File: config.mk
export PLATFORM = sky130hd
export DESIGN_NAME = indexed_insert_sequence_store
export DESIGN_NICKNAME = d
export VERILOG_FILES = /design/src/hw/rtl/iiss_pkg.sv /design/src/hw/rtl/iiss_cell.sv /design/src/hw/rtl/iiss_ctrl.sv /design/src/hw/rtl/indexed_insert_sequence_store.sv
export SDC_FILE = /design/constraint.sdc
export NUM_CORES = 1
export LEC_CHECK = 0
export BUFFER_PORTS_ARGS = -buffer_cell sky130_fd_sc_hd__buf_4
export CAP_MARGIN = 20
export CORE_MARGIN = 1
export CORE_UTILIZATION = 36
export DETAILED_ROUTE_END_ITERATION = 12
export PLACE_DENSITY = 0.52
export SLEW_MARGIN = 5
export SYNTH_ARGS = -nofsm -noshare
export SYNTH_HDL_FRONTEND = slang
export SYNTH_SLANG_ARGS = --single-unit
File: constraint.sdc
create_clock -name clk -period 5.6 [get_ports clk]
set_input_delay 0.28 -clock clk [delete_from_list [all_inputs] [get_ports clk]]
set_output_delay 0.28 -clock clk [all_outputs]
set_load 0.01 [all_outputs]
File: src/hw/rtl/iiss_pkg.sv
// Types and constants of the indexed insert sequence store.
package iiss_pkg;

  // Store depth and the widths that follow from it.
  localparam int CAPACITY = 16;
  localparam int IDX_W    = $clog2(CAPACITY);
  localparam int CNT_W    = $clog2(CAPACITY + 1);

  // Fixed field widths of the transactions.
  localparam int REQ_W   = 3;
  localparam int WORD_W  = 32;
  localparam int POS_W   = 5;
  localparam int COUNT_W = 5;

  // Width used to compare a requested position with the fill count.
  localparam int CMP_W = (CNT_W > POS_W) ? CNT_W : POS_W;

  // Request codes.
  typedef enum logic [REQ_W-1:0] {
    REQ_PUSH_FRONT = 3'd0,
    REQ_PUSH_BACK  = 3'd1,
    REQ_INSERT     = 3'd2,
    REQ_POP_FRONT  = 3'd3,
    REQ_POP_BACK   = 3'd4,
    REQ_CLEAR      = 3'd5
  } req_type_t;

  // Result status codes.
  typedef enum logic [1:0] {
    ST_OK     = 2'd0,
    ST_BADPOS = 2'd1,
    ST_EMPTY  = 2'd2,
    ST_FULL   = 2'd3
  } status_t;

  // Operation that every cell of the row carries out.
  typedef enum logic [1:0] {
    CELL_HOLD = 2'd0,
    CELL_INS  = 2'd1,
    CELL_DEL  = 2'd2
  } cell_op_t;

  // Input transaction.
  typedef struct packed {
    logic [REQ_W-1:0]         req_type;
    logic signed [WORD_W-1:0] word_in;
    logic [POS_W-1:0]         position;
  } req_t;

  // Result transaction.
  typedef struct packed {
    logic signed [WORD_W-1:0] word_out;
    status_t                  status;
    logic [COUNT_W-1:0]       count_after;
    logic                     now_empty;
  } res_t;

  // Command broadcast from the controller to the cell row.
  typedef struct packed {
    cell_op_t                 op;
    logic [IDX_W-1:0]         pos;
    logic signed [WORD_W-1:0] word;
  } cell_cmd_t;

  // Outcome of a request as seen by the controller.
  typedef struct packed {
    logic               pop_ok;
    status_t            status;
    logic [COUNT_W-1:0] count_after;
    logic               now_empty;
  } ctrl_res_t;

endpackage

File: src/hw/rtl/iiss_cell.sv
// One storage cell of the word row, shifting with its neighbours.
module iiss_cell
  import iiss_pkg::*;
(
  input  logic                     clk,
  input  logic [IDX_W-1:0]         idx_i,
  input  cell_cmd_t                cmd_i,
  input  logic signed [WORD_W-1:0] left_i,
  input  logic signed [WORD_W-1:0] right_i,
  output logic signed [WORD_W-1:0] word_o,
  output logic signed [WORD_W-1:0] tap_o
);

  logic signed [WORD_W-1:0] word_r;
  logic signed [WORD_W-1:0] word_nxt;

  // Insert opens a gap at the command position; delete closes one there.
  always_comb begin
    word_nxt = word_r;
    unique case (cmd_i.op)
      CELL_INS: begin
        if (idx_i == cmd_i.pos) begin
          word_nxt = cmd_i.word;
        end else if (idx_i > cmd_i.pos) begin
          word_nxt = left_i;
        end
      end
      CELL_DEL: begin
        if (idx_i >= cmd_i.pos) begin
          word_nxt = right_i;
        end
      end
      default: begin
        word_nxt = word_r;
      end
    endcase
  end

  // The stored word needs no reset: unfilled cells are never read out.
  always_ff @(posedge clk) begin
    word_r <= word_nxt;
  end

  // The cell at the command position offers its word for a pop.
  assign tap_o  = (idx_i == cmd_i.pos) ? word_r : '0;
  assign word_o = word_r;

endmodule

File: src/hw/rtl/iiss_ctrl.sv
// Request decoder and fill counter of the sequence store.
module iiss_ctrl
  import iiss_pkg::*;
(
  input  logic      clk,
  input  logic      rst_n,
  input  logic      accept_i,
  input  req_t      req_i,
  output cell_cmd_t cmd_o,
  output ctrl_res_t res_o
);

  logic [CNT_W-1:0] cnt_r;
  logic [CNT_W-1:0] cnt_nxt;
  cell_op_t         op;
  logic [IDX_W-1:0] pos;
  status_t          status;
  logic             pop_ok;
  logic             full;
  logic             empty;

  assign full  = (cnt_r == CNT_W'(CAPACITY));
  assign empty = (cnt_r == '0);

  // Decode the request against the current fill count.
  always_comb begin
    cnt_nxt = cnt_r;
    op      = CELL_HOLD;
    pos     = '0;
    status  = ST_OK;
    pop_ok  = 1'b0;
    unique case (req_i.req_type)
      REQ_PUSH_FRONT: begin
        if (full) begin
          status = ST_FULL;
        end else begin
          op      = CELL_INS;
          cnt_nxt = cnt_r + CNT_W'(1);
        end
      end
      REQ_PUSH_BACK: begin
        pos = IDX_W'(cnt_r);
        if (full) begin
          status = ST_FULL;
        end else begin
          op      = CELL_INS;
          cnt_nxt = cnt_r + CNT_W'(1);
        end
      end
      REQ_INSERT: begin
        pos = IDX_W'(req_i.position);
        if (CMP_W'(req_i.position) > CMP_W'(cnt_r)) begin
          status = ST_BADPOS;
        end else if (full) begin
          status = ST_FULL;
        end else begin
          op      = CELL_INS;
          cnt_nxt = cnt_r + CNT_W'(1);
        end
      end
      REQ_POP_FRONT: begin
        if (empty) begin
          status = ST_EMPTY;
        end else begin
          op      = CELL_DEL;
          pop_ok  = 1'b1;
          cnt_nxt = cnt_r - CNT_W'(1);
        end
      end
      REQ_POP_BACK: begin
        pos = IDX_W'(cnt_r - CNT_W'(1));
        if (empty) begin
          status = ST_EMPTY;
        end else begin
          op      = CELL_DEL;
          pop_ok  = 1'b1;
          cnt_nxt = cnt_r - CNT_W'(1);
        end
      end
      REQ_CLEAR: begin
        cnt_nxt = '0;
      end
      default: begin
        cnt_nxt = cnt_r;
      end
    endcase
  end

  // The fill count moves only when a transaction is accepted.
  always_ff @(posedge clk) begin
    if (!rst_n) begin
      cnt_r <= '0;
    end else if (accept_i) begin
      cnt_r <= cnt_nxt;
    end
  end

  // The row shifts only on an accepted transaction.
  assign cmd_o.op   = accept_i ? op : CELL_HOLD;
  assign cmd_o.pos  = pos;
  assign cmd_o.word = req_i.word_in;

  assign res_o.pop_ok      = pop_ok;
  assign res_o.status      = status;
  assign res_o.count_after = COUNT_W'(cnt_nxt);
  assign res_o.now_empty   = (cnt_nxt == '0);

endmodule

File: src/hw/rtl/indexed_insert_sequence_store.sv
// Top level of the indexed insert sequence store.
// A bounded ordered store of signed 32-bit words held in a row of cells, one
// word per cell with the front in cell 0. Every request (push front, push
// back, insert at a position, pop front, pop back, clear) gives exactly one
// result, registered on acceptance, and a new request can be taken in every
// cycle while the output register is free or its result is taken: all cells
// shift by one place together, and the single output register holds back the
// next request while a result waits to be taken. Errors leave the contents and
// the count untouched. The cells need no clearing after reset.
module indexed_insert_sequence_store
  import iiss_pkg::*;
(
  input  logic clk,
  input  logic rst_n,
  input  logic in_valid,
  output logic in_ready,
  input  req_t in_data,
  output logic out_valid,
  input  logic out_ready,
  output res_t out_data
);

  logic                     accept;
  cell_cmd_t                cmd;
  ctrl_res_t                cres;
  logic signed [WORD_W-1:0] words [CAPACITY];
  logic signed [WORD_W-1:0] taps  [CAPACITY];
  logic signed [WORD_W-1:0] tap_word;
  logic                     out_valid_r;
  res_t                     out_data_r;
  res_t                     out_data_nxt;

  // A new transaction enters whenever the output register is free or drains.
  assign in_ready = !out_valid_r || out_ready;
  assign accept   = in_valid && in_ready;

  iiss_ctrl u_ctrl (
    .clk      (clk),
    .rst_n    (rst_n),
    .accept_i (accept),
    .req_i    (in_data),
    .cmd_o    (cmd),
    .res_o    (cres)
  );

  // Row of cells, each linked to its neighbours on both sides.
  for (genvar i = 0; i < CAPACITY; i++) begin : g_cell
    logic signed [WORD_W-1:0] left_w;
    logic signed [WORD_W-1:0] right_w;
    if (i == 0) begin : g_first
      assign left_w = '0;
    end else begin : g_mid_l
      assign left_w = words[i-1];
    end
    if (i == CAPACITY - 1) begin : g_last
      assign right_w = '0;
    end else begin : g_mid_r
      assign right_w = words[i+1];
    end
    iiss_cell u_cell (
      .clk     (clk),
      .idx_i   (IDX_W'(i)),
      .cmd_i   (cmd),
      .left_i  (left_w),
      .right_i (right_w),
      .word_o  (words[i]),
      .tap_o   (taps[i])
    );
  end

  // Only the cell at the pop position drives a non-zero tap.
  always_comb begin
    tap_word = '0;
    for (int k = 0; k < CAPACITY; k++) begin
      tap_word = tap_word | taps[k];
    end
  end

  // Assemble the result of the request being accepted.
  always_comb begin
    out_data_nxt.word_out    = cres.pop_ok ? tap_word : '0;
    out_data_nxt.status      = cres.status;
    out_data_nxt.count_after = cres.count_after;
    out_data_nxt.now_empty   = cres.now_empty;
  end

  // Output register: valid is control state, the payload needs no reset.
  always_ff @(posedge clk) begin
    if (!rst_n) begin
      out_valid_r <= 1'b0;
    end else if (accept) begin
      out_valid_r <= 1'b1;
    end else if (out_ready) begin
      out_valid_r <= 1'b0;
    end
  end

  always_ff @(posedge clk) begin
    if (accept) begin
      out_data_r <= out_data_nxt;
    end
  end

  assign out_valid = out_valid_r;
  assign out_data  = out_data_r;

endmodule

Word level (Yosys, flattened, before mapping) --
Index checks and enable logic that the tools add are counted.
Word-level totals: word-level logic and storage cells 252, input port bits 44, register bits 558
Operators by class: add/sub/neg operators 2, bitwise logic cells 15, order comparisons 33, equal/unequal tests 55, reduce and logical (&&, ||, !) cells 27, muxes and demuxes 98
Operator list (count):
- $mux W32 | 64
- $pmux W32 S2 | 16
- $or A32 B32 Y32 | 15
- $ne A3 B1 Y1 const B | 16
- $reduce_and A3 Y1 | 16
- $eq A4 B4 Y1 const A | 8
- $ge A4 B4 Y1 const A | 8
- $gt A4 B4 Y1 const A | 8
- $ne A2 B1 Y1 const B | 16
- $pmux W5 S4 | 1
- $eq A3 B4 Y1 const A | 4
- $ge A3 B4 Y1 const A | 4
- $gt A3 B4 Y1 const A | 4
- $mux W5 | 3
- $mux W2 | 6
- $pmux W2 S3 | 2
- $pmux W4 S3 | 1
- $logic_not A5 Y1 | 2
- $eq A2 B4 Y1 const A | 2
- $ge A1 B4 Y1 const A | 2
- $ge A2 B4 Y1 const A | 2
- $gt A1 B4 Y1 const A | 2
- $gt A2 B4 Y1 const A | 2
- $eq A3 B2 Y1 const B | 2
- other kinds (17) | 24

Longest topological paths before layout --
depth in word-level cells 19, mapped depth 16

By module --
A second synthesis with hierarchy kept.
Unflattened totals: cell total of the unflattened synthesis 4007, area, all modules 35097.4 µm²
By module, submodules not included:
- iiss_cell (g_cell[13].u_cell ...) | instances 12, cells an instance 225, area an instance 1950.6 µm²
- iiss_cell (g_cell[0].u_cell ...) | instances 4, cells an instance 225, area an instance 1956.9 µm²
- indexed_insert_sequence_store | instances 1, cells an instance 211, area an instance 2378.5 µm²
- iiss_ctrl | instances 1, cells an instance 196, area an instance 1483.9 µm²

Least setup slack after synthesis --
No wires, ideal clock.
path kind reg2reg, start register out_valid_r, in the netlist out_valid, end register g_cell[12].u_cell.word_r[0] (enable), setup time 0.377 ns, data arrival time 5.174 ns, setup slack 0.050 ns, clock period less this slack 5.550 ns, data required time 5.223 ns, cell stages (with the launch flop) 12, cells stage by stage dfxtp_1 > nand2b_1 > nand2_1 > clkinv_1 > nand2_1 > inv_1 > ha_1 > clkbuf_1 > clkbuf_1 > or2_2 > a21oi_1 > a31o_2
On the way: cells in the longest elaborated chain, start to end 7, elaborated cells on any way between the ends 10
Ends and longest elaborated chain:
- start: declaration | RTL line indexed_insert_sequence_store.sv:29 | logic out_valid_r;
- start signal: assignment | RTL line indexed_insert_sequence_store.sv:90 | out_valid_r <= 1'b0;
- start signal: assignment | RTL line indexed_insert_sequence_store.sv:92 | out_valid_r <= 1'b1;
- start signal: assignment | RTL line indexed_insert_sequence_store.sv:94 | out_valid_r <= 1'b0;
- $logic_not A1 Y1 (*) | RTL line indexed_insert_sequence_store.sv:34 | assign in_ready = !out_valid_r || out_ready;
- $logic_or A1 B1 Y1 (*) | RTL line indexed_insert_sequence_store.sv:34
- via in_ready | RTL line indexed_insert_sequence_store.sv:16 | output logic in_ready,
- $logic_and A1 B1 Y1 (*) | RTL line indexed_insert_sequence_store.sv:35 | assign accept = in_valid && in_ready;
- via accept | RTL line indexed_insert_sequence_store.sv:23 | logic accept;
- $mux W2 (*) | RTL line iiss_ctrl.sv:99 | assign cmd_o.op = accept_i ? op : CELL_HOLD;
- $eq A2 B1 Y1 or $eq A2 B2 Y1 (tied branches) | RTL line iiss_cell.sv:20 | unique case (cmd_i.op)
- $ne A3 B1 Y1 (no source line) (tied with other cells)
- $reduce_and A3 Y1 (no source line) (*)
- end signal: assignment | RTL line iiss_cell.sv:41 | word_r <= word_nxt;
- end: declaration | RTL line iiss_cell.sv:14 | logic signed [WORD_W-1:0] word_r;
Mark *: on every way through the listed nets, which the timed path passes. The rest lies on a longest branch. A chain may end at the register's enable or synchronous reset.

Worst setup path in the final report --
start register u_ctrl.cnt_r[2], end register g_cell[10].u_cell.word_r[20] (enable)
On the way: cells in the longest elaborated chain, start to end 8, elaborated cells on any way between the ends 19
Ends and longest elaborated chain:
- start: declaration | RTL line iiss_ctrl.sv:13 | logic [CNT_W-1:0] cnt_r;
- start signal: assignment | RTL line iiss_ctrl.sv:94 | cnt_r <= cnt_nxt;
- parallel branches: the longest is 7 deep, another holds $sub A5 B1 Y5
- $reduce_and A3 Y1 (no source line) (*)
- end signal: assignment | RTL line iiss_cell.sv:41
- end: declaration | RTL line iiss_cell.sv:14
Every way passes the cells marked *.

==> flow_results.org <==
** Critical path
- Critical path arrival :: 5040 ps
- Beginning of the worst register-to-register path :: u_ctrl.cnt_r[2]
- The worst setup path is launched from a register.
- On the critical path the largest part of the delay comes from compound AO/OA/AOI/OAI gates.
- Number of buffers and inverters on the critical path :: 2
- For this run, the slowest stage of the critical path takes 780 ps.
- Worst R2R Setup Slack :: 860 ps
- The largest individual stage delay along the critical path comes from the cell sky130_fd_sc_hd__a21oi_4.
- The critical path is of the reg2reg type.
- Cell-by-cell listing of the critical path :: inv_1, ha_1, a211oi_1, o21ai_0, o221ai_1, and2_1, nand2_1, ha_4, or2_2, a21boi_0, a21oi_4, buf_4
- Max Fanout on Critical Path :: 12
- Endpoint kind of the worst setup timing path :: register
- WP data required :: 5900 ps
- The number of cells on the worst reg-to-reg path is 12.
- Worst flop-to-flop path endpoint :: g_cell[10].u_cell.word_o[20]

** Global routing
- The total overflow left after global routing is 0.
- The first global-routing pass estimated 179,000 microns of wire.
- Via count of the first global-routing pass :: 24,845
- Global routing consumed, over all layers together, 27.1% of the routing resources.
- Number of antenna violations at the first check in global routing :: 3
- Entering global routing, the biggest net connects 282 pins.

** Power and ir drop
- Total net switching power :: 3830 uW
- Summing internal, switching and leakage power gives 12,400 uW.
- Leakage power figure :: 0.0118 uW
- Power spread over the standard cell area amounts to 342 nW/um^2.
- Maximum ir drop on the vdd rail :: 0.229 mV
- Proportion of total power due to net switching :: 31.0%
- Relative contribution of combinational cells to total power :: 18.9%
- The internal portion of the total power is 8520 uW.
- In this run, flip-flops and latches consume 46.4% of the power.
- The share of total power dissipated in the clock network is 34.7%.

** Layout
- After routing the design area is 36,100 sq um.
- Cells with a size suffix above 1 make up 11.5% of the layout.
- Top library cells by usage in the layout, fill and taps aside :: 696 x sky130_fd_sc_hd__nand2_1, 552 x sky130_fd_sc_hd__edfxtp_1, 479 x sky130_fd_sc_hd__mux2i_1
- Number of fill cells in the layout :: 8,543
- Final-stage net count :: 3,103
- Commonest non-fill, non-tap cell in the layout :: sky130_fd_sc_hd__nand2_1
- Synth-to-layout area growth :: 12.7%

** Timing
- Least-Margin Pin Slew :: 1380 ps
- Setup violations remaining at the end of the flow were counted as 0.
- For the finished layout, the period the worst path requires is 4740 ps.
- Post-Route Skew :: 33.4 ps
- Setup repair after global routing left no endpoint under its margin.
- Adding up every negative setup slack in the final design gives 0 ps.
- In this run the tightest slew margin relative to its limit is 8.21%.
- Share of the cycle needed by the critical path after routing :: 84.7%
- Number of slew-limit violations in the final report :: 0
- The final hold violation count is 0.
- For this run, the top clock speed supported by timing is 0.211 GHz.
- Setup slack on the critical path of the routed design comes to 859 ps.
- Worst slack on hold paths :: 112 ps

** Min path
- Hold Path Origin :: in_data[9]
- Number of cells on the worst hold path :: 3
- The worst hold path belongs to the class in2reg.
- The worst hold path terminates at g_cell[15].u_cell.word_o[4].

** Synth
- Combined area of all synthesized cells :: 32,100 sq um
- Area share of the largest cell type after synthesis :: 51.7%
- Yosys warning count :: 0
- Total nets after synthesis :: 3,115
- Cell type contributing the most total cell area after synthesis :: sky130_fd_sc_hd__edfxtp_1
- Sequential cells were found to cover 52.1% of the synthesized design area.
- Ranked by total cell area, the synthesized netlist is headed by sky130_fd_sc_hd__edfxtp_1 52%, sky130_fd_sc_hd__mux2i_1 15%, sky130_fd_sc_hd__nand2_1 8.2%.
- Counting flops with an async set or reset pin after synthesis yields a share of 0%.
- The synthesized netlist contains 84 unique library cells.
- Total of flip-flops plus latches after synthesis :: 558
- The average instance in the mapped netlist occupies 10.5 sq um.
- Counting every instance in the synthesized netlist gives 3,062.
- Top FF cell, synth :: sky130_fd_sc_hd__edfxtp_1
- The synthesized design contains 552 enable-type register cells.

** Detailed routing
- Wire per inst :: 29.2 microns
- The routed design has 125,000 microns of wire.
- The first TritonRoute pass finished after 7 iterations.
- After detailed routing, the number of remaining DRC violations is 0.
- Vias per cell :: 6.14
- Iteration-0 DRC Markers :: 3,399
- Antenna viol nets, final :: 0
- Vias after detailed routing :: 26,193

** Floorplanning
- Area of the die :: 90,300 sq um
- The die is 300 microns tall.
- Number of rows created at floorplan :: 109
- Placeable core region :: 88,400 sq um
- Effective utilization at floorplan :: 36.3%
- Ports :: 86
- Die Wd :: 300 microns

** Run status
- Result of the run :: finished clean

** Clocking
- Number of buffers inserted during clock tree synthesis :: 68
- CTS root buffer :: sky130_fd_sc_hd__clkbuf_16
- Number of levels the H-tree was split into :: 3
- TritonCTS clock tree :: done
- Cells resized by post-CTS repair :: 0
- Clock network latency to the later pin of the worst-skew pair :: 630 ps
- The clock net in this run drives a total of 558 sinks.
- Number of buffers on the longest clock path :: 3
- Post-CTS timing repair inserted 0 buffers for setup.
- Clock slew seen by the registers of the worst setup and hold paths :: 70 ps

** Placement
- Half-perimeter wire length after placement :: 76,900 microns
- Post-placement cell area :: 34,000 sq um
- The count of buffers added on input and output ports is 85.
- Weighted congestion reported at the end of routability-driven placement :: 0.900
- OpenSTA, run right after detailed placement, puts the worst setup slack at 1030 ps.

** Job
- Max-cap viol count :: 0
[layer usage]
layer / wire length [microns] / GRT usage (%)
met1: 51800 / 37.4
met2: 57000 / 42.8
met3: 10200 / 3.55
met4: 5560 / 11.5
met5: 24 / 0
[metrics by stage]
stage	util, %	std cells
global placement	38.5	4142
finish	40.9	4266
CTS	40.9	4265
floorplan	-	3062
detailed placement	38.5	4142
global route	40.9	4266
[Yosys cell counts (all sizes together), types with 7 or more instances]
library cell	n
a221o	8
nor2	42
a22o	36
ha	9
and3	12
mux2i	479
nand4	10
inv	17
o21ai	507
a2111oi	10
a22oi	52
clkbuf	157
o22ai	7
nand3	29
edfxtp	552
mux2	7
nor3	25
o2bb2ai	9
nand2	706
a32o	8
a31oi	35
buf	122
a221oi	36
a21oi	71
a222oi	21
[cell type report]
cell class	instances	area [sq um]	area share, %
inverters	18	67.6	0.187
flip-flops and latches	558	16700	46.2
clock inverters	33	256	0.710
repair buffers	197	1690	4.67
diodes	1	2.50	0.00693
clock buffers	87	1830	5.05
multi-input cells	2207	14100	39.1
well taps	1165	1460	4.03
[power by group through the flow]
stage	sequential (uW)	combinational, uW	clock, uW
after floorplan	5670	1350	0
after global placement	5790	2250	0
after detailed placement	5800	2290	0
after CTS	5720	2300	4360
after global routing	5780	2470	4480
final	5740	2330	4290
[logic make-up (layout without fill, tap and decap cells)]
| group | Yosys count | in the layout | synth area share [%] |
|---|---|---|---|
| muxes | 486 | 486 | 15.2 |
| other | 0 | 1 | 0 |
| AOI/OAI and AO/OA | 856 | 856 | 16.3 |
| buffers and inverters | 297 | 335 | 4.76 |
| and+or+nand+nor | 856 | 856 | 11.3 |
| DFF | 558 | 558 | 52.1 |
| adders and majority gates | 9 | 9 | 0.351 |
[registers in the layout, indices dropped and copies added, names as in the netlist]
signal and flops:
g_cell.u_cell.word_o 512, out_valid 1, u_ctrl.cnt_r 5, out_data 40
[worst max path at each step]
stage	depth (start not counted)	slack, ps	endpoint	startpoint
2_1_floorplan	11	50	g_cell[12].u_cell.word_o[0]	out_valid
3_3_place_gp	14	1050	g_cell[2].u_cell.word_o[10]	u_ctrl.cnt_r[3]
3_5_place_dp	12	1030	g_cell[10].u_cell.word_o[25]	u_ctrl.cnt_r[3]
4_1_cts	12	980	g_cell[10].u_cell.word_o[20]	u_ctrl.cnt_r[2]
5_1_grt	12	650	g_cell[10].u_cell.word_o[20]	u_ctrl.cnt_r[3]
6_report	12	860	g_cell[10].u_cell.word_o[20]	u_ctrl.cnt_r[2]
[timing repair]
action | CTS | global route
endpoints found under the hold margin | 6 | 0
setup endpoints to repair | 0 | 0
hold buffers | 3 | 0
[worst register-to-register path, cell delays in order (launching register included)]
cell	delay, ps
sky130_fd_sc_hd__dfxtp_1	490
sky130_fd_sc_hd__inv_1	100
sky130_fd_sc_hd__ha_1	310
sky130_fd_sc_hd__a211oi_1	310
sky130_fd_sc_hd__o21ai_0	140
sky130_fd_sc_hd__o221ai_1	330
sky130_fd_sc_hd__and2_1	260
sky130_fd_sc_hd__nand2_1	200
sky130_fd_sc_hd__ha_4	280
sky130_fd_sc_hd__or2_2	530
sky130_fd_sc_hd__a21boi_0	310
sky130_fd_sc_hd__a21oi_4	780
sky130_fd_sc_hd__buf_4	370
Power figures use the tool's default switching activity.
